===== src/hdl/stffa_pkg.sv =====
// Package for the sprite tile first-fit allocator.
// Beat structs, cell control struct, tile-count table and shared constants.
// No dependencies.
package stffa_pkg;

   localparam int MAX_REGIONS_DEF = 128;
   localparam int TILE_TOTAL      = 1024;
   localparam int TILE_W          = 10;   // tile number
   localparam int END_W           = 11;   // start + length
   localparam int CAND_W          = 12;   // aligned candidate start
   localparam int SUM_W           = 13;   // candidate + count
   localparam int LEN_W           = 8;
   localparam int OWNER_W         = 16;
   localparam int LEFT_W          = 11;

   localparam logic CMD_ALLOC  = 1'b0;
   localparam logic CMD_LOOKUP = 1'b1;

   localparam logic [2:0] CSR_ADDR_BITMAP = 3'd0;

   typedef struct packed {
      logic                 cmd;
      logic [1:0]           shape_code;
      logic [1:0]           sprite_size_class;
      logic                 eight_bpp;
      logic [OWNER_W-1:0]   owner_id;
      logic [TILE_W-1:0]    lookup_tile;
   } req_type;

   typedef struct packed {
      logic [TILE_W-1:0]    first_tile;
      logic                 alloc_failed;
      logic                 found;
      logic [OWNER_W-1:0]   owner_out;
      logic [LEFT_W-1:0]    tiles_left;
   } rsp_type;

   typedef struct packed {
      logic [TILE_W-1:0]    start;
      logic [LEN_W-1:0]     len;
      logic [OWNER_W-1:0]   owner;
   } entry_type;

   typedef struct packed {
      logic shift;   // take the left neighbor's entry
      logic load;    // take the new entry
   } cell_ctl_type;

   // tiles for shape/size at 4bpp, doubled for 8bpp; zero for shape three
   function automatic logic [LEN_W-1:0] tiles_for_shape(input logic [1:0] shape,
                                                        input logic [1:0] size_class,
                                                        input logic       bpp8);
      logic [LEN_W-1:0] base;
      base = '0;
      case (shape)
         2'd0: begin
            case (size_class)
               2'd0:    base = 8'd1;
               2'd1:    base = 8'd4;
               2'd2:    base = 8'd16;
               default: base = 8'd64;
            endcase
         end
         2'd1, 2'd2: begin
            case (size_class)
               2'd0:    base = 8'd2;
               2'd1:    base = 8'd4;
               2'd2:    base = 8'd8;
               default: base = 8'd32;
            endcase
         end
         default: base = '0;
      endcase
      return bpp8 ? {base[LEN_W-2:0], 1'b0} : base;
   endfunction

endpackage


===== src/hdl/stffa_cell.sv =====
// One table cell: holds a region entry, tests the gap to its right neighbor
// and matches a lookup tile. Depends on stffa_pkg.
module stffa_cell
   import stffa_pkg::*;
(
   input  logic                clock,
   input  cell_ctl_type        ctl,
   input  entry_type           left_entry,
   input  entry_type           new_entry,
   input  logic                valid,
   input  logic                next_valid,
   input  logic [TILE_W-1:0]   next_start,
   input  logic [END_W-1:0]    low_tile,
   input  logic                bpp8,
   input  logic [LEN_W-1:0]    count,
   input  logic [TILE_W-1:0]   look_tile,
   output entry_type           entry,
   output logic [END_W-1:0]    end_tile,
   output logic                fit,
   output logic                match
);

   entry_type          entry_ff;
   entry_type          entry_in;
   logic [END_W-1:0]   floor_c;
   logic [CAND_W-1:0]  cand;
   logic [SUM_W-1:0]   need;

   always_comb begin
      entry_in = entry_ff;
      if (ctl.load)
         entry_in = new_entry;
      else if (ctl.shift)
         entry_in = left_entry;
   end

   always_ff @(posedge clock) begin
      entry_ff <= entry_in;
   end

   assign end_tile = END_W'(entry_ff.start) + END_W'(entry_ff.len);
   assign floor_c  = (end_tile < low_tile) ? low_tile : end_tile;
   assign cand     = CAND_W'(floor_c) + CAND_W'(floor_c[0] & bpp8);
   assign need     = SUM_W'(cand) + SUM_W'(count);
   assign fit      = valid & next_valid & (need <= SUM_W'(next_start));
   assign match    = valid & (entry_ff.start == look_tile);
   assign entry    = entry_ff;

endmodule


===== config.mk =====
export PLATFORM = sky130hd
export DESIGN_NAME = stffa_cell
export DESIGN_NICKNAME = d
export VERILOG_FILES = /design/src/hdl/stffa_pkg.sv /design/src/hdl/stffa_cell.sv
export SDC_FILE = /design/constraint.sdc
export NUM_CORES = 1
export LEC_CHECK = 0
export ABC_CLOCK_PERIOD_IN_PS = 8900
export BUFFER_PORTS_ARGS = -buffer_cell sky130_fd_sc_hd__buf_2
export CAP_MARGIN = 20
export CORE_MARGIN = 1
export CORE_UTILIZATION = 40
export CTS_CLUSTER_DIAMETER = 100
export DETAILED_ROUTE_END_ITERATION = 6
export GPL_ROUTABILITY_DRIVEN = 0
export HOLD_SLACK_MARGIN = 0.05
export PLACE_DENSITY = 0.8
export SYNTH_ARGS = -nofsm -noshare
export SYNTH_HDL_FRONTEND = slang
export SYNTH_SLANG_ARGS = --single-unit

===== constraint.sdc =====
create_clock -name clock -period 8.9 [get_ports clock]
set_input_delay 1.335 -clock clock [delete_from_list [all_inputs] [get_ports clock]]
set_output_delay 1.335 -clock clock [all_outputs]
set_load 0.01 [all_outputs]

# Word-level counts from Yosys, hierarchy flattened
# Index checks and enable logic that the tools add are counted.
[word_totals]
output_inout_bits = 47
elab_cells = 17
ff_bits = 34
[op_classes]
magnitude_cmp = 2
n_addsub = 3
eq_ne = 1
n_mux = 3
bitwise = 4
reduce_logical = 1
[op_table]
columns = ["op", "count"]
rows = [
  ["$mux 34", 2],
  ["$add 12x8->13", 1],
  ["$le 13x10->1", 1],
  ["$add 11x1->12", 1],
  ["$add 10x8->11", 1],
  ["$lt 11x11->1", 1],
  ["$mux 11", 1],
  ["$eq 10x10->1", 1],
  ["$and 1x1->1", 4],
  ["$reduce_bool 2->1", 1],
]

# Depth between registers and ports, before layout
# Gate-level depths: netlist of the first run.
[depth]
word_depth = 8
ltp_mapped = 30
mapped_depth_nobuf = 30

# Worst setup path before layout of the first run
# OpenSTA, ideal clock, no wires.
[synth_path]
path_type = "register to output"
startpoint = "reg entry_ff (netlist bit entry[24])"
endpoint = "out fit"
path_stages_with_launch = 31
t_arrival_ns = 6.450
slack_ns = 1.115
required_ns = 7.565
cell_sequence = "edfxtp_1 ha_1 fa_1 a21oi_1 o211ai_1 nand3b_1 xor2_1 inv_1 ha_1 a21o_1 a21o_1 a221o_1 a31oi_4 mux2_2 and2_1 fa_1 inv_1 fa_1 nor2b_1 o21ai_0 a21boi_0 o21ai_0 a21oi_1 xor2_1 ha_1 a21oi_1 nor2b_1 a2111oi_0 a21oi_1 a41oi_1 a32o_1"
[synth_via]
elab_chain_cells = 8
[synth_lines]
columns = ["item", "line", "text"]
rows = [
  ["from (decl)", "stffa_cell.sv:23", "entry_type entry_ff;"],
  ["from (signal assigned)", "stffa_cell.sv:38", "entry_ff <= entry_in;"],
  ["$add 10x8->11 *", "stffa_cell.sv:41", "assign end_tile = END_W'(entry_ff.start) + END_W'(entry_ff.len);"],
  ["via end_tile[8]", "stffa_cell.sv:18", "output logic [END_W-1:0] end_tile,"],
  ["$lt 11x11->1", "stffa_cell.sv:42", "assign floor_c = (end_tile < low_tile) ? low_tile : end_tile;"],
  ["$mux 11 *", "stffa_cell.sv:42", ""],
  ["$and 1x1->1", "stffa_cell.sv:43", "assign cand = CAND_W'(floor_c) + CAND_W'(floor_c[0] & bpp8);"],
  ["$add 11x1->12 *", "stffa_cell.sv:43", ""],
  ["$add 12x8->13 *", "stffa_cell.sv:44", "assign need = SUM_W'(cand) + SUM_W'(count);"],
  ["$le 13x10->1 *", "stffa_cell.sv:45", "assign fit = valid & next_valid & (need <= SUM_W'(next_start));"],
  ["$and 1x1->1 *", "stffa_cell.sv:45", ""],
  ["to (decl)", "stffa_cell.sv:19", "output logic fit,"],
]
# Mark *: on every way through the listed nets, which the timed path passes. The rest lies on a longest branch.

# Final worst setup path of the first run
[layout_path]
startpoint = "reg entry_ff (netlist bit entry[24])"
endpoint = "out fit"
[layout_via]
elab_chain_cells = 8
[layout_lines]
columns = ["item", "line"]
rows = [
  ["$add 10x8->11 *", "stffa_cell.sv:41"],
  ["$lt 11x11->1", "stffa_cell.sv:42"],
  ["$mux 11 *", "stffa_cell.sv:42"],
  ["$and 1x1->1", "stffa_cell.sv:43"],
  ["$add 11x1->12 *", "stffa_cell.sv:43"],
  ["$add 12x8->13 *", "stffa_cell.sv:44"],
  ["$le 13x10->1 *", "stffa_cell.sv:45"],
  ["$and 1x1->1 *", "stffa_cell.sv:45"],
]
# Every way passes the cells marked *; elsewhere a longest branch is shown, timed or not.

==> impl_summary.log, run 1 <==
INFO  metric grt.total_usage = roughly 20%
INFO  metric timing.critical_path.slowest_cell_delay = between 0.4 and 0.5 ns
INFO  metric cts_made_buffers = 5
INFO  metric cts_max_path_buffers = 2
INFO  metric fraction_of_layout_cells_with_a_size_suffix_above_1 = between 40% and 50%
INFO  metric slew_viol_final = 0
INFO  metric wl_per_cell = between 10 and 15 um
INFO  metric post_syn_area = 3010 um2
INFO  metric final.setup.tns = 0 ns
INFO  metric worst_hold_path_type = primary input to register
INFO  metric synthCells = 278
INFO  metric cts_num_sinks = 34
INFO  metric synthDistinctLibCells = roughly 50
INFO  metric achievable-frequency = around 0.12 GHz
INFO  metric grt_pass1_wl = 12000 um
INFO  metric design.core.area = 7250 um2
INFO  metric htreeDepth = 2
INFO  metric total_setup_violations_reported_at_the_end_of_the_flow = 0
INFO  metric synth_area_leader_cell = sky130_fd_sc_hd__edfxtp_1
INFO  metric hold_violations = 0
INFO  metric maxCapViolations = 0
INFO  metric ratio_of_final_minimum_period_to_clock_period = a little over nine tenths
INFO  metric placed_cell_area = between 3000 and 4000 um2
INFO  metric vdd_ir_drop_max = between 0.1 and 0.15 mV
INFO  metric biggest_area_contributors_in_the_synthesized_netlist = sky130_fd_sc_hd__edfxtp_1 (34%), sky130_fd_sc_hd__mux2_2 (15%), sky130_fd_sc_hd__ha_1 (15%), sky130_fd_sc_hd__xnor2_1 (6.1%), sky130_fd_sc_hd__inv_1 (3.4%)
INFO  metric gr-total-overflow = 0
INFO  metric yosysTopAreaCellShare = between 30% and 40%
INFO  metric dieHeight = a little under 90 um
INFO  metric floorplan.rows = 31
INFO  metric viasPerCell = 4.98
INFO  metric number_of_antenna_violations_at_the_first_check_in_global_routing = 0
INFO  metric floorplan.initialDensity = between 40 and 50%
INFO  metric final_core_util = a little under three fifths
INFO  metric design.die.area = approximately 7900 um2
INFO  metric firstDrtPassIters = 4
INFO  metric grt_pass1_vias = between 2k and 3k
INFO  metric end_kind = output port
INFO  metric power_density = 186 nW/um2
INFO  metric ant_nets = 0
INFO  metric fin_area = between 4000 and 5000 um2
INFO  metric dp_hpwl = just under 7000 um
INFO  metric critical_path_fanout_max = 4
INFO  metric dp_cells = 532
INFO  metric p_leak = between 0.0015 and 0.002 uW
INFO  metric worstSetupPathType = register to output port
INFO  metric vias = about 2.7k
INFO  metric drc = 0
INFO  metric setup_ws = 0.547 ns
INFO  metric synth_seq_area_share = 34.0%
INFO  metric yosysWarnings = 0
INFO  metric clock_tree.root_cell = sky130_fd_sc_hd__clkbuf_8
INFO  metric totalWireLength = 7960 um
INFO  metric final_non_filler_cells = around 540
INFO  metric dr.first_iter.drc_count = ~60
INFO  metric fin_crit = roughly 8.4 ns
INFO  metric width_of_the_die = 88.7 um
INFO  metric ios = 160
INFO  metric final_net_count = ~590
INFO  metric max_slew_margin = 47.6%
INFO  metric crit_path_from = entry[24]
INFO  metric synthesis.nets = 429
INFO  metric synth.ff_latch_count = 34
INFO  metric max_slew.worst_pin.slew = 0.786 ns
INFO  metric outcome = finished clean
INFO  metric areaGrowthSynthToFinish = 33.8%
INFO  metric arrival = 7.02 ns
INFO  metric dp_slack = approximately 0.6 ns
INFO  metric synth_edf_count = 34
INFO  metric rsz0062_at_grt = no
INFO  metric largest_reg_flops = 34
INFO  metric dominantRegCellSynth = sky130_fd_sc_hd__edfxtp_1
INFO  metric post_syn_area_per_cell = about 11 um2
INFO  metric cts_tree = done
INFO  metric crit_required = 7.57 ns
INFO  metric fillerInstances = between 600 and 700
INFO  metric crit_path_top_delay_cell = sky130_fd_sc_hd__edfxtp_1
INFO  metric timing.critical_path.to = fit
INFO  metric ant_diodes = 0
INFO  metric grt_max_degree = 36
INFO  metric synth_async_sr_flop_share = 0%
INFO  metric worst_setup_path_start_kind = register
INFO  metric portBuffers = between 150 and 200
INFO  metric cts_hold_repair.buffers = 0
INFO  metric clk_transition_reported_paths = around 0.07 ns
-- worst max-delay path, delay by kind of cell (launching register included) --
| family | cells | cell delay (ns) |
|---|---|---|
| muxes | 1 | 0.38 |
| and+or+nand+nor | 6 | 0.98 |
| xor gates and xnor gates | 2 | 0.40 |
| AOI/OAI and AO/OA | 13 | 2.38 |
| DFF | 1 | 0.43 |
| adders and majority gates | 6 | 1.87 |
| buffers and inverters | 3 | 0.31 |
-- how the worst min path moves through the flow --
stage                           end  depth (start not counted)           start  slack (ns)
after global routing      entry[25]                          2  left_entry[25]        1.34
after floorplan            entry[0]                          1   left_entry[0]        1.55
after CTS                 entry[25]                          2  left_entry[25]        1.34
after global placement    entry[10]                          2   new_entry[10]        1.63
final                     entry[25]                          2  left_entry[25]        1.35
after detailed placement  entry[13]                          2   new_entry[13]        1.64
-- kinds of logic after synthesis --
kind of cell,share of synthesized area [%]
compound gates,12.3
xor+xnor,6.99
fa+ha+maj,16.6
buf+inv,4.25
flops,34.0
mux,16.4
simple gates,9.53
-- report_power, final --
part / internal [uW] / switching, uW / total (uW) / leakage [uW]
clock: 53.7 / 52.5 / 106 / 0.0000426
combinational: 208 / 226 / 434 / 0.00156
sequential: 197 / 11.3 / 209 / 0.000346
total: 459 / 290 / 749 / 0.00195
-- layout make-up --
class                   count  area, um2  share of cell area, %
well taps                  99        124                   3.08
flip-flops and latches     34       1020                   25.4
inverters                  27        101                   2.52
clock inverters             2       8.76                  0.218
clock buffers               6       72.6                   1.80
repair buffers            161        811                   20.2
multi-input cells         212       1880                   46.8
-- synthesized netlist by cell type, types with 2 or more instances --
master                      n
sky130_fd_sc_hd__a211oi_1   4
sky130_fd_sc_hd__a21o_1     7
sky130_fd_sc_hd__a21oi_1   14
sky130_fd_sc_hd__buf_1      3
sky130_fd_sc_hd__edfxtp_1  34
sky130_fd_sc_hd__fa_1       3
sky130_fd_sc_hd__ha_1      35
sky130_fd_sc_hd__inv_1     27
sky130_fd_sc_hd__mux2_2    40
sky130_fd_sc_hd__mux2i_1    3
sky130_fd_sc_hd__nand2_1    8
sky130_fd_sc_hd__nand2b_1   2
sky130_fd_sc_hd__nand3_1    4
sky130_fd_sc_hd__nand4_1    2
sky130_fd_sc_hd__nor2_1    14
sky130_fd_sc_hd__nor2b_1    8
sky130_fd_sc_hd__nor3_1     5
sky130_fd_sc_hd__o21a_1     6
sky130_fd_sc_hd__o21ai_0    5
sky130_fd_sc_hd__or3_1      3
sky130_fd_sc_hd__xnor2_1   21
sky130_fd_sc_hd__xor2_1     3
-- per-layer routing --
| metal | GRT usage [%] | routed length [um] | vias up | part of all wire [%] |
|---|---|---|---|---|
| li1 | - | - | 1347 | - |
| met1 | 21.2 | 3110 | 1227 | 39 |
| met2 | 37.1 | 4000 | 112 | 50 |
| met3 | 7.00 | 797 | 9 | 10 |
| met4 | 4.40 | 63 | 0 | 0.79 |
| met5 | 0 | 0 | - | 0 |
-- placed cells by master, fill, tap and decap left out, types with 3 or more instances in the layout --
cell,n
sky130_fd_sc_hd__nand3_1,4
sky130_fd_sc_hd__mux2_2,40
sky130_fd_sc_hd__ha_1,35
sky130_fd_sc_hd__edfxtp_1,34
sky130_fd_sc_hd__nand2_1,8
sky130_fd_sc_hd__o21ai_0,3
sky130_fd_sc_hd__mux2i_1,3
sky130_fd_sc_hd__nor3_1,5
sky130_fd_sc_hd__nor2b_1,8
sky130_fd_sc_hd__a21o_1,7
sky130_fd_sc_hd__buf_2,159
sky130_fd_sc_hd__clkbuf_8,5
sky130_fd_sc_hd__o21a_1,6
sky130_fd_sc_hd__or3_1,3
sky130_fd_sc_hd__a211oi_1,4
sky130_fd_sc_hd__o21ai_1,3
sky130_fd_sc_hd__xnor2_1,21
sky130_fd_sc_hd__fa_1,3
sky130_fd_sc_hd__a21oi_1,12
sky130_fd_sc_hd__inv_1,27
sky130_fd_sc_hd__nor2_1,14
-- per-stage QoR --
stage               power (uW)  hold slack [ns]
global placement           622             1.63
finish                     749             1.35
floorplan                  512             1.55
CTS                        744             1.34
global route               814             1.34
detailed placement         637             1.64
-- what timing repair did --
action                     4_1_cts  5_1_grt
gates resized for setup          0        8
setup endpoints to repair        0        1
setup buffers                    0        1
(Power assumes the default switching activity.)
==> inputs of run 2 (changes only) <==
--- a/config.mk
+++ b/config.mk
@@ -14,7 +14,7 @@
 export DETAILED_ROUTE_END_ITERATION = 6
 export GPL_ROUTABILITY_DRIVEN = 0
 export HOLD_SLACK_MARGIN = 0.05
-export PLACE_DENSITY = 0.8
+export PLACE_DENSITY = 0.77
 export SYNTH_ARGS = -nofsm -noshare
 export SYNTH_HDL_FRONTEND = slang
 export SYNTH_SLANG_ARGS = --single-unit
==> constraint.sdc (replaced) <==
create_clock -name clock -period 8.9 [get_ports clock]
set_input_delay 1.78 -clock clock [delete_from_list [all_inputs] [get_ports clock]]
set_output_delay 1.78 -clock clock [all_outputs]
set_load 0.01 [all_outputs]
==> impl_summary.log, run 2 (synthesis gave the netlist of run 1 again) <==
INFO  metric clock_tree.root_cell = sky130_fd_sc_hd__clkbuf_8
INFO  metric timing.critical_path.slowest_cell_delay = 0.44 ns (about the same)
INFO  metric fillerInstances = 633 (-5.9%)
INFO  metric ant_nets = 0 (unchanged)
INFO  metric path_common_cell = sky130_fd_sc_hd__ha_1
INFO  metric grt_pass1_wl = 12200 um (+1.8%)
INFO  metric grt_pass1_vias = 2715 (+0.30%)
INFO  metric worstSetupPathType = register to output port
INFO  metric cts_num_sinks = 34 (unchanged)
INFO  metric p_leak = 0.00199 uW (+2.1%)
INFO  metric worst_hold_path_type = primary input to register
INFO  metric dr.first_iter.drc_count = 51 (-16%)
INFO  metric max_slew_margin = 46.4% (-1.2 points)
INFO  metric number_of_antenna_violations_at_the_first_check_in_global_routing = 0 (unchanged)
INFO  metric sw_frac_of_total = 39.0% (+0.36 points)
INFO  metric fin_crit = 8.62 ns (+0.264 ns)
INFO  metric grt_max_degree = 36 (unchanged)
INFO  metric ant_diodes = 0 (unchanged)
INFO  metric hold_violations = 0 (unchanged)
INFO  metric vias = 2767 (+2.7%)
INFO  metric max_slew.worst_pin.slew = 0.804 ns (+0.0186 ns)
INFO  metric htreeDepth = 2 (unchanged)
INFO  metric clk_transition_reported_paths = 0.07 ns (about the same)
INFO  metric ios = 160 (unchanged)
INFO  metric worstHoldPathCells = 2 (unchanged)
INFO  metric largest_reg_flops = 34 (unchanged)
INFO  metric worst_setup_path_start_kind = register
INFO  metric slew_viol_final = 0 (unchanged)
INFO  metric floorplan.initialDensity = 41.4% (unchanged)
INFO  metric power_density = 191 nW/um2 (+2.6%)
INFO  metric critical_path_fanout_max = 4 (unchanged)
INFO  metric totalWireLength = 8300 um (+4.2%)
INFO  metric power.share.sequential = 26.3% (-1.6 points)
INFO  metric wl_per_cell = 15.1 um (+2.8%)
INFO  metric fin_area = 4150 um2 (+3.0%)
INFO  metric cts_hold_repair.buffers = 0 (unchanged)
INFO  metric outcome = finished clean
INFO  metric firstDrtPassIters = 4 (unchanged)
INFO  metric design.die.area = 7860 um2 (unchanged)
INFO  metric design.core.area = 7250 um2 (unchanged)
INFO  metric drc = 0 (unchanged)
INFO  metric cts_tree = done
INFO  metric ratio_of_final_minimum_period_to_clock_period = 96.8% (+3.0 points)
INFO  metric grt.total_usage = 20.1% (+0.29 points)
INFO  metric width_of_the_die = 88.7 um (unchanged)
INFO  metric net-switching-power = 309 uW (+6.7%)
INFO  metric cts_max_path_buffers = 2 (unchanged)
INFO  metric floorplan.rows = 31 (unchanged)
INFO  metric vdd_ir_drop_max = 0.144 mV (+2.5%)
INFO  metric final_net_count = 599 (+1.2%)
INFO  metric final_common_cell = sky130_fd_sc_hd__buf_2
INFO  metric crit_path_top_delay_cell = sky130_fd_sc_hd__edfxtp_1
INFO  metric timing.hold.ws = 1.80 ns (+0.448 ns)
INFO  metric areaGrowthSynthToFinish = 37.9%
INFO  metric portBuffers = 159 (unchanged)
INFO  metric setup_ws = 0.282 ns (-0.264 ns)
INFO  metric placed_cell_area = 3910 um2 (unchanged)
INFO  metric power_report.internal_total = 483 uW (+5.1%)
INFO  metric viasPerCell = 5.05 (+1.4%)
INFO  metric dp_hpwl = 6810 um (+0.44%)
INFO  metric p_clk_share = 13.4% (-0.8 points)
INFO  metric maxCapViolations = 0 (unchanged)
INFO  metric dp_slack = 0.0714 ns (-0.527 ns)
INFO  metric end_kind = output port
INFO  metric crit_required = 7.12 ns (-0.45 ns)
INFO  metric mostFrequentLayoutCells = sky130_fd_sc_hd__buf_2 (159), sky130_fd_sc_hd__mux2_2 (39), sky130_fd_sc_hd__ha_1 (34), sky130_fd_sc_hd__edfxtp_1 (34), sky130_fd_sc_hd__inv_1 (27)
INFO  metric arrival = 6.84 ns (-0.18 ns)
INFO  metric fraction_of_layout_cells_with_a_size_suffix_above_1 = 52.6% (+3.2 points)
INFO  metric gr-total-overflow = 0 (unchanged)
INFO  metric achievable-frequency = 0.116 GHz (-3.1%)
INFO  metric part_of_the_power_in_combinational_logic = 60.3% (+2.3 points)
INFO  metric dieHeight = 88.7 um (unchanged)
INFO  metric total_setup_violations_reported_at_the_end_of_the_flow = 0 (unchanged)
INFO  metric cts_made_buffers = 5 (unchanged)
INFO  metric final.setup.tns = 0 ns (unchanged)
-- run 2: cell types whose count changed in the layout (fill, tap and decap cells not counted), sizes merged --
cell,delta
buf,+7
-- run 2: final cells by class --
| class | instances | area, um2 | area share, % |
|---|---|---|---|
| Inverter | 27 | 101 | 2.44 |
| Timing Repair Buffer | 168 | 863 | 20.8 |
| Multi-Input combinational cell | 212 | 1950 | 47.1 |
| Sequential cell | 34 | 1020 | 24.6 |
| Clock inverter | 2 | 8.76 | 0.211 |
| Tap cell | 99 | 124 | 2.99 |
| Clock buffer | 6 | 72.6 | 1.75 |
-- run 2: timing repair --
item	in CTS	in global routing
pin swaps	0	7
setup endpoints to repair	1	1
gates resized for setup	5	19
buffers inserted	0	8
-- run 2: power by group through the flow --
stage | clock, uW | combinational, uW | sequential, uW
final | 106 | 477 | 208
after global routing | 113 | 534 | 211
after CTS | 107 | 430 | 209
after detailed placement | 0 | 424 | 212
after global placement | 0 | 411 | 212
after floorplan | 0 | 292 | 220
-- run 2: layer usage --
layer,global-route usage [%],part of all wire [%]
met1,22.7,39
met5,0,0
met4,4.69,1.3
met3,4.76,8.0
met2,38.0,52
-- run 2: metrics by stage --
stage | power [uW] | utilization (%) | cells
after floorplan | 512 | - | 278
after global placement | 623 | 53.9 | 532
after detailed placement | 636 | 53.9 | 532
after CTS | 746 | 55.2 | 540
after global routing | 858 | 57.2 | 548
final | 792 | 57.2 | 548
-- run 2: critical path, delay by kind of cell (launching register included) --
kind / cells / cell delay, ns
adder cells (fa/ha/maj): 5 / 1.56
AND/OR/NAND/NOR: 7 / 1.25
flip-flops: 1 / 0.44
XOR/XNOR: 1 / 0.20
buffers and inverters: 3 / 0.35
AO/OA/AOI/OAI: 12 / 2.45
multiplexers: 1 / 0.33
-- run 2: worst paths after layout --
path | start | slack (ns) | endpoint
setup / recovery | entry[25] | 0.28 | fit
hold / removal | new_entry[23] | 1.80 | entry[23]
